### config.mk
export PLATFORM = sky130hd
export DESIGN_NAME = integer_to_ascii_radix
export DESIGN_NICKNAME = d
export VERILOG_FILES = /design/src/hdl/itor_pkg.sv /design/src/hdl/itor_bcd_step.sv /design/src/hdl/integer_to_ascii_radix.sv
export SDC_FILE = /design/constraint.sdc
export NUM_CORES = 1
export LEC_CHECK = 0
export ABC_AREA = 1
export BUFFER_PORTS_ARGS = -buffer_cell sky130_fd_sc_hd__buf_4
export CAP_MARGIN = 20
export CORE_ASPECT_RATIO = 1.25
export CORE_MARGIN = 1
export CORE_UTILIZATION = 30
export CTS_CLUSTER_DIAMETER = 80
export DETAILED_ROUTE_END_ITERATION = 12
export PLACE_DENSITY = 0.57
export SLEW_MARGIN = 30
export SYNTH_ARGS = -nofsm -noshare
export SYNTH_HDL_FRONTEND = slang
export SYNTH_SLANG_ARGS = --single-unit
### constraint.sdc
create_clock -name clk -period 3.2 [get_ports clk]
set_input_delay 0.64 -clock clk [delete_from_list [all_inputs] [get_ports clk]]
set_output_delay 0.64 -clock clk [all_outputs]
set_load 0.01 [all_outputs]
### src/hdl/itor_pkg.sv
// ----------------------------------------------------------------------------
// itor_pkg
// Shared constants, kind codes and the digit-to-character function of the
// integer to ASCII converter.
// ----------------------------------------------------------------------------
package itor_pkg;

    localparam int NUM_W      = 32;
    localparam int USER_W     = 4;
    localparam int CHAR_W     = 8;
    localparam int DIG_W      = 4;
    localparam int NDIG       = 11;
    localparam int BCD_DIGITS = 10;
    localparam int BCD_W      = BCD_DIGITS * DIG_W;
    localparam int DIGS_W     = NDIG * DIG_W;

    localparam logic [2:0] KIND_SDEC = 3'd0;
    localparam logic [2:0] KIND_UDEC = 3'd1;
    localparam logic [2:0] KIND_OCT  = 3'd2;
    localparam logic [2:0] KIND_UHEX = 3'd3;
    localparam logic [2:0] KIND_LHEX = 3'd4;

    localparam logic [CHAR_W-1:0] CH_ZERO  = 8'h30;
    localparam logic [CHAR_W-1:0] CH_UA    = 8'h41;
    localparam logic [CHAR_W-1:0] CH_LA    = 8'h61;
    localparam logic [CHAR_W-1:0] CH_MINUS = 8'h2D;

    function automatic logic [CHAR_W-1:0] itor_ascii(input logic [DIG_W-1:0] d,
                                                     input logic lower);
        logic [CHAR_W-1:0] dx;
        dx = {{(CHAR_W-DIG_W){1'b0}}, d};
        if (d < 4'd10)
        begin
            itor_ascii = CH_ZERO + dx;
        end
        else
        begin
            itor_ascii = (lower ? CH_LA : CH_UA) + dx - 8'd10;
        end
    endfunction

endpackage

### src/hdl/itor_bcd_step.sv
// ----------------------------------------------------------------------------
// itor_bcd_step
// One shift-and-add-3 step of binary to BCD conversion over all digits.
// ----------------------------------------------------------------------------
module itor_bcd_step
(
    input  logic [itor_pkg::BCD_W-1:0] bcd_in,
    input  logic                       bit_in,
    output logic [itor_pkg::BCD_W-1:0] bcd_out
);
    import itor_pkg::*;

    logic [BCD_W-1:0] adj;

    always_comb
    begin
        for (int k = 0; k < BCD_DIGITS; k++)
        begin
            if (bcd_in[k*DIG_W +: DIG_W] >= 4'd5)
            begin
                adj[k*DIG_W +: DIG_W] = bcd_in[k*DIG_W +: DIG_W] + 4'd3;
            end
            else
            begin
                adj[k*DIG_W +: DIG_W] = bcd_in[k*DIG_W +: DIG_W];
            end
        end
        bcd_out = {adj[BCD_W-2:0], bit_in};
    end

endmodule

### src/hdl/integer_to_ascii_radix.sv
// ----------------------------------------------------------------------------
// integer_to_ascii_radix
// Converts one integer to ASCII sign and digit characters, most significant
// first, in signed/unsigned decimal, octal or upper/lower-case hex.
// ----------------------------------------------------------------------------
// One number is taken per conversion and the input stays not ready until its
// last character has been handed to the output register. A number is first
// loaded; for decimal kinds its argument bits (32 when wide, INT_WIDTH
// otherwise) then pass one bit per cycle through the shared shift-and-add-3
// BCD unit. Suppressed leading zero digits are then skipped, and each
// character (sign included) leaves through the single digit shift register,
// one per cycle unless the output stalls. Octal and hex skip the BCD pass.
// A beat with no meaningful kind converts as unsigned decimal.
module integer_to_ascii_radix
#(
    parameter int INT_WIDTH = 16
)
(
    input  logic                          clk,
    input  logic                          rst_n,
    input  logic                          s_axis_tvalid,
    output logic                          s_axis_tready,
    input  logic [itor_pkg::NUM_W-1:0]    s_axis_tdata,   // number[31:0]
    input  logic [itor_pkg::USER_W-1:0]   s_axis_tuser,   // wide[0], kind[3:1]
    output logic                          m_axis_tvalid,
    input  logic                          m_axis_tready,
    output logic [itor_pkg::CHAR_W-1:0]   m_axis_tdata,   // character[7:0]
    output logic                          m_axis_tlast
);
    import itor_pkg::*;

    localparam logic [NUM_W:0]   MASK33   = (33'd1 << INT_WIDTH) - 33'd1;
    localparam int               SHL      = NUM_W - INT_WIDTH;
    localparam logic [5:0]       W_NARROW = 6'(INT_WIDTH);
    localparam logic [5:0]       W_WIDE   = 6'(NUM_W);

    typedef enum logic [1:0] {ST_IDLE, ST_CONV, ST_SKIP, ST_EMIT} state_t;

    state_t              state_reg, state_next;
    logic [DIGS_W-1:0]   dig_reg, dig_next;
    logic [NUM_W-1:0]    sh_reg, sh_next;
    logic [5:0]          cnt_reg, cnt_next;
    logic [3:0]          ndig_reg, ndig_next;
    logic                lower_reg, lower_next;
    logic                sign_reg, sign_next;
    logic                m_valid_reg, m_valid_next;
    logic [CHAR_W-1:0]   m_data_reg, m_data_next;
    logic                m_last_reg, m_last_next;

    logic                wide_in;
    logic [2:0]          kind_in;
    logic [NUM_W-1:0]    wmask, val, mag, aligned;
    logic                msb, neg;
    logic [NUM_W:0]      oct33;
    logic [DIGS_W-1:0]   oct_dig;
    logic [BCD_W-1:0]    bcd_out;
    logic                out_free;

    assign wide_in = s_axis_tuser[0];
    assign kind_in = s_axis_tuser[3:1];
    assign wmask   = wide_in ? {NUM_W{1'b1}} : MASK33[NUM_W-1:0];
    assign val     = s_axis_tdata & wmask;
    assign msb     = wide_in ? s_axis_tdata[NUM_W-1] : s_axis_tdata[INT_WIDTH-1];
    assign neg     = (kind_in == KIND_SDEC) && msb;
    assign mag     = neg ? ((32'd0 - val) & wmask) : val;
    assign aligned = wide_in ? mag : (mag << SHL);
    assign oct33   = {1'b0, val};

    always_comb
    begin
        for (int k = 0; k < NDIG; k++)
        begin
            oct_dig[k*DIG_W +: DIG_W] = {1'b0, oct33[k*3 +: 3]};
        end
    end

    itor_bcd_step u_bcd
    (
        .bcd_in  (dig_reg[DIGS_W-1:DIG_W]),
        .bit_in  (sh_reg[NUM_W-1]),
        .bcd_out (bcd_out)
    );

    assign out_free      = !m_valid_reg || m_axis_tready;
    assign s_axis_tready = (state_reg == ST_IDLE);
    assign m_axis_tvalid = m_valid_reg;
    assign m_axis_tdata  = m_data_reg;
    assign m_axis_tlast  = m_last_reg;

    always_comb
    begin
        state_next   = state_reg;
        dig_next     = dig_reg;
        sh_next      = sh_reg;
        cnt_next     = cnt_reg;
        ndig_next    = ndig_reg;
        lower_next   = lower_reg;
        sign_next    = sign_reg;
        m_valid_next = m_valid_reg;
        m_data_next  = m_data_reg;
        m_last_next  = m_last_reg;

        if (m_valid_reg && m_axis_tready)
        begin
            m_valid_next = 1'b0;
        end

        case (state_reg)
            ST_IDLE:
            begin
                if (s_axis_tvalid)
                begin
                    lower_next = (kind_in == KIND_LHEX);
                    sign_next  = 1'b0;
                    case (kind_in)
                        KIND_OCT:
                        begin
                            dig_next   = oct_dig;
                            ndig_next  = 4'(NDIG);
                            state_next = ST_SKIP;
                        end
                        KIND_UHEX, KIND_LHEX:
                        begin
                            dig_next   = {val, {(DIGS_W-NUM_W){1'b0}}};
                            ndig_next  = 4'd8;
                            state_next = ST_SKIP;
                        end
                        default:
                        begin
                            dig_next   = '0;
                            sh_next    = aligned;
                            cnt_next   = wide_in ? W_WIDE : W_NARROW;
                            ndig_next  = 4'(BCD_DIGITS);
                            sign_next  = neg;
                            state_next = ST_CONV;
                        end
                    endcase
                end
            end
            ST_CONV:
            begin
                dig_next = {bcd_out, {DIG_W{1'b0}}};
                sh_next  = {sh_reg[NUM_W-2:0], 1'b0};
                cnt_next = cnt_reg - 6'd1;
                if (cnt_reg == 6'd1)
                begin
                    state_next = ST_SKIP;
                end
            end
            ST_SKIP:
            begin
                if (dig_reg[DIGS_W-1 -: DIG_W] == 4'd0 && ndig_reg > 4'd1)
                begin
                    dig_next  = {dig_reg[DIGS_W-DIG_W-1:0], {DIG_W{1'b0}}};
                    ndig_next = ndig_reg - 4'd1;
                end
                else
                begin
                    state_next = ST_EMIT;
                end
            end
            ST_EMIT:
            begin
                if (out_free)
                begin
                    m_valid_next = 1'b1;
                    if (sign_reg)
                    begin
                        m_data_next = CH_MINUS;
                        m_last_next = 1'b0;
                        sign_next   = 1'b0;
                    end
                    else
                    begin
                        m_data_next = itor_ascii(dig_reg[DIGS_W-1 -: DIG_W], lower_reg);
                        m_last_next = (ndig_reg == 4'd1);
                        dig_next    = {dig_reg[DIGS_W-DIG_W-1:0], {DIG_W{1'b0}}};
                        ndig_next   = ndig_reg - 4'd1;
                        if (ndig_reg == 4'd1)
                        begin
                            state_next = ST_IDLE;
                        end
                    end
                end
            end
            default:
            begin
                state_next = ST_IDLE;
            end
        endcase
    end

    always_ff @(posedge clk or negedge rst_n)
    begin
        if (!rst_n)
        begin
            state_reg   <= ST_IDLE;
            m_valid_reg <= 1'b0;
            sign_reg    <= 1'b0;
            cnt_reg     <= '0;
            ndig_reg    <= '0;
        end
        else
        begin
            state_reg   <= state_next;
            m_valid_reg <= m_valid_next;
            sign_reg    <= sign_next;
            cnt_reg     <= cnt_next;
            ndig_reg    <= ndig_next;
        end
    end

    always_ff @(posedge clk)
    begin
        dig_reg    <= dig_next;
        sh_reg     <= sh_next;
        lower_reg  <= lower_next;
        m_data_reg <= m_data_next;
        m_last_reg <= m_last_next;
    end

    a_busy_after_accept: assert property (@(posedge clk) disable iff (!rst_n)
        s_axis_tvalid && s_axis_tready |=> !s_axis_tready)
        else $error("input ready right after a beat was taken");

    a_emit_has_digit: assert property (@(posedge clk) disable iff (!rst_n)
        state_reg == ST_EMIT |-> ndig_reg != 4'd0)
        else $error("emitting with no digit left");

    a_conv_count: assert property (@(posedge clk) disable iff (!rst_n)
        state_reg == ST_CONV |-> cnt_reg != 6'd0 && cnt_reg <= W_WIDE)
        else $error("BCD step count out of range");

    a_sign_not_last: assert property (@(posedge clk) disable iff (!rst_n)
        m_valid_reg && m_data_reg == CH_MINUS |-> !m_last_reg)
        else $error("sign marked as final character");

endmodule
==> qor.yml <==
status: "finished, final reports clean"
io_buffers: 49
numCtsBuffers: 9
hp-class: "input pin to async pin"
die_h_um: 174
antenna_found_initial: 1
synth.distinct_cells: 45
fin_crit_sh_pct: 77.7
ys.flop_type: "edfxtp_1"
cts.repair.resized: 0
n_fill_cell: 2415
clock_latency_ns: 0.37
fmaxAchievable_ghz: 0.402
netlist_instances: 946
cts_root_buf: "clkbuf_16"
final_net_count: 1064
clk_pin_slew_ns: 0.07
syn-cell-area_sq_um: 7140
rsz0062_at_grt: "false"
gr-total-overflow: 0
period_needed_ns: 2.49
grt_usage_pct: 18.4
yosys_warnings: 0
post_cts_buffers: 0
drt-vias-per-instance: 5.08
rows: 62
critPathMaxFanout: 43
worstPathArrival_ns: 2.49
ir_drop_mv: 0.415
drtAntennaViolNets: 0
crit_path_end_kind: "flip-flop"
leakage_nw: 3.68
cts_tree: "yes"
net-switching-power_mw: 2.95
ios: 51
seq_power_share_pct: 38.3
synth_common_cells: "nand2_1, inv_1, nor2_1"
drc: 0
cts_max_level: 3
power_frac_clock_pct: 15.8
synth_top_area_share_pct: 35.3
area_growth_pct: 13.7
dp_slack_ns: 0.547
die-area_sq_um: 24400
cp.required_ns: 3.20
grt_max_degree: 44
synth.most_common_cell: "nand2_1"
dp_hpwl_um: 16600
cts_sinks: 98
p_per_area_nw_per_um2: 842
final_layout_size_suffix_gt1_share_pct: 11.3
power.internal_mw: 3.89
slew_headroom_pct: 46.1
post_synth.cell_area_avg_sq_um: 7.55
finalHoldViolCount: 0
drt_wl_total_um: 21600
grt_pass1_vias: 6484
setup_violations: 0
yosys-top-cells-area: "edfxtp_1, nand2_1, inv_1"
first_pass_iters: 5
synth_top_cell_by_area: "edfxtp_1"
maxCapViolations: 0
coreArea_sq_um: 23200
largest_reg_flops: 43
setup_ws_ns: 0.713
synth-edff-count: 84
chipWidth_um: 140
clk_path_buf_depth: 2
clock-skew-final_ns: 0.0148
grt_pass1_wl_um: 34500
synth_fp_nets: 1016
yosysSeqAreaShare_pct: 40.2
async_reset_ff_share_pct: 14.3
tightest_slew_ns: 0.807
post_drt_wl_per_cell_um: 16.8
p_sw_share_pct: 43.1
worst-r2r-setup-slack_ns: 0.71
crit_type: "flip-flop to flip-flop"
start_util_pct: 30.8
ys_seq_elements: 98
globalplace.congestion: 0.922
postLayoutCoreUtil_pct: 35.0
fin_tns_setup_ns: 0
ctsHoldBuffers: 0
dr_total_vias: 6533
drtIter0Drc: 543
pwr-share-comb_pct: 45.9
slew_violations: 0
start_kind: "flip-flop"
[worst max-delay path, cell delays in order, from the launching register on]
cell,delay (ns)
dfrtp_1,0.41
inv_1,0.16
ha_1,0.28
inv_1,0.36
or2_2,0.20
nand2_1,0.09
nor2_4,0.10
buf_4,0.48
[through the flow]
| step | total power, mW | hold slack [ns] | std cells | cell area [sq um] |
|---|---|---|---|---|
| after floorplan | 4.78 | 0.344 | 946 | 7140 |
| after global placement | 5.73 | 0.502 | 1271 | 7840 |
| after global routing | 7.42 | 0.126 | 1287 | 8120 |
| final | 6.84 | 0.120 | 1287 | 8120 |
| after CTS | 6.86 | 0.116 | 1286 | 8120 |
| after detailed placement | 5.77 | 0.502 | 1271 | 7840 |
[power groups by stage]
stage | Clock (mW) | Sequential [mW] | Combinational [mW]
floorplan | 0 | 2.54 | 2.24
global placement | 0 | 2.63 | 3.10
detailed placement | 0 | 2.64 | 3.13
CTS | 1.11 | 2.61 | 3.14
global route | 1.15 | 2.68 | 3.58
finish | 1.08 | 2.62 | 3.14
[worst paths after layout]
check / from / to / cells after the start
min in group clk: sh_reg[30] / sh_reg[31] / 2
min reg2reg: sh_reg[30] / sh_reg[31] / 2
max reg2reg: state_reg[1] / dig_reg[13] / 7
max in group asynchronous: rst_n / state_reg[1] / 1
min: rst_n / m_axis_tvalid / 1
max: state_reg[1] / dig_reg[13] / 7
[metal layers]
layer  global-route usage (%)  vias up  wire, um
met5                        0        -         0
met4                     12.8        0      1340
met3                     2.56       75      1040
met2                     30.2      206     10100
met1                     22.2     2994      9120
li1                         -     3258         -
[cells by family after synthesis]
| kind of cell | count (synthesis) | synth area share [%] |
|---|---|---|
| buffers and inverters | 169 | 9.76 |
| other | 1 | 0.0525 |
| adders and majority gates | 30 | 5.26 |
| AOI/OAI and AO/OA | 170 | 14.8 |
| xor gates and xnor gates | 18 | 2.21 |
| DFF | 98 | 40.2 |
| and+or+nand+nor | 460 | 27.7 |
[area by class of cell]
cell class / count / area, sq um / area share, %
clock inverters: 6 / 58.8 / 0.724
flip-flops and latches: 98 / 2870 / 35.4
inverters: 140 / 528 / 6.50
diodes: 1 / 2.50 / 0.0308
well taps: 288 / 360 / 4.44
clock buffers: 9 / 225 / 2.77
repair buffers: 66 / 495 / 6.10
multi-input cells: 679 / 3580 / 44.1
[cells in the final DEF (no fill, tap or decap), drive strengths merged, types with 12 or more instances in the layout]
cell	netlist	layout
o221ai	15	15
nand4	12	12
a21oi	36	36
edfxtp	84	84
nand3	84	84
o21ai	62	62
buf	22	66
nor2	94	94
dfrtp	14	14
ha	30	30
o211ai	13	13
inv	139	139
nand2	262	262
xor2	16	16
No activity file was read; power rests on OpenSTA's default activity.
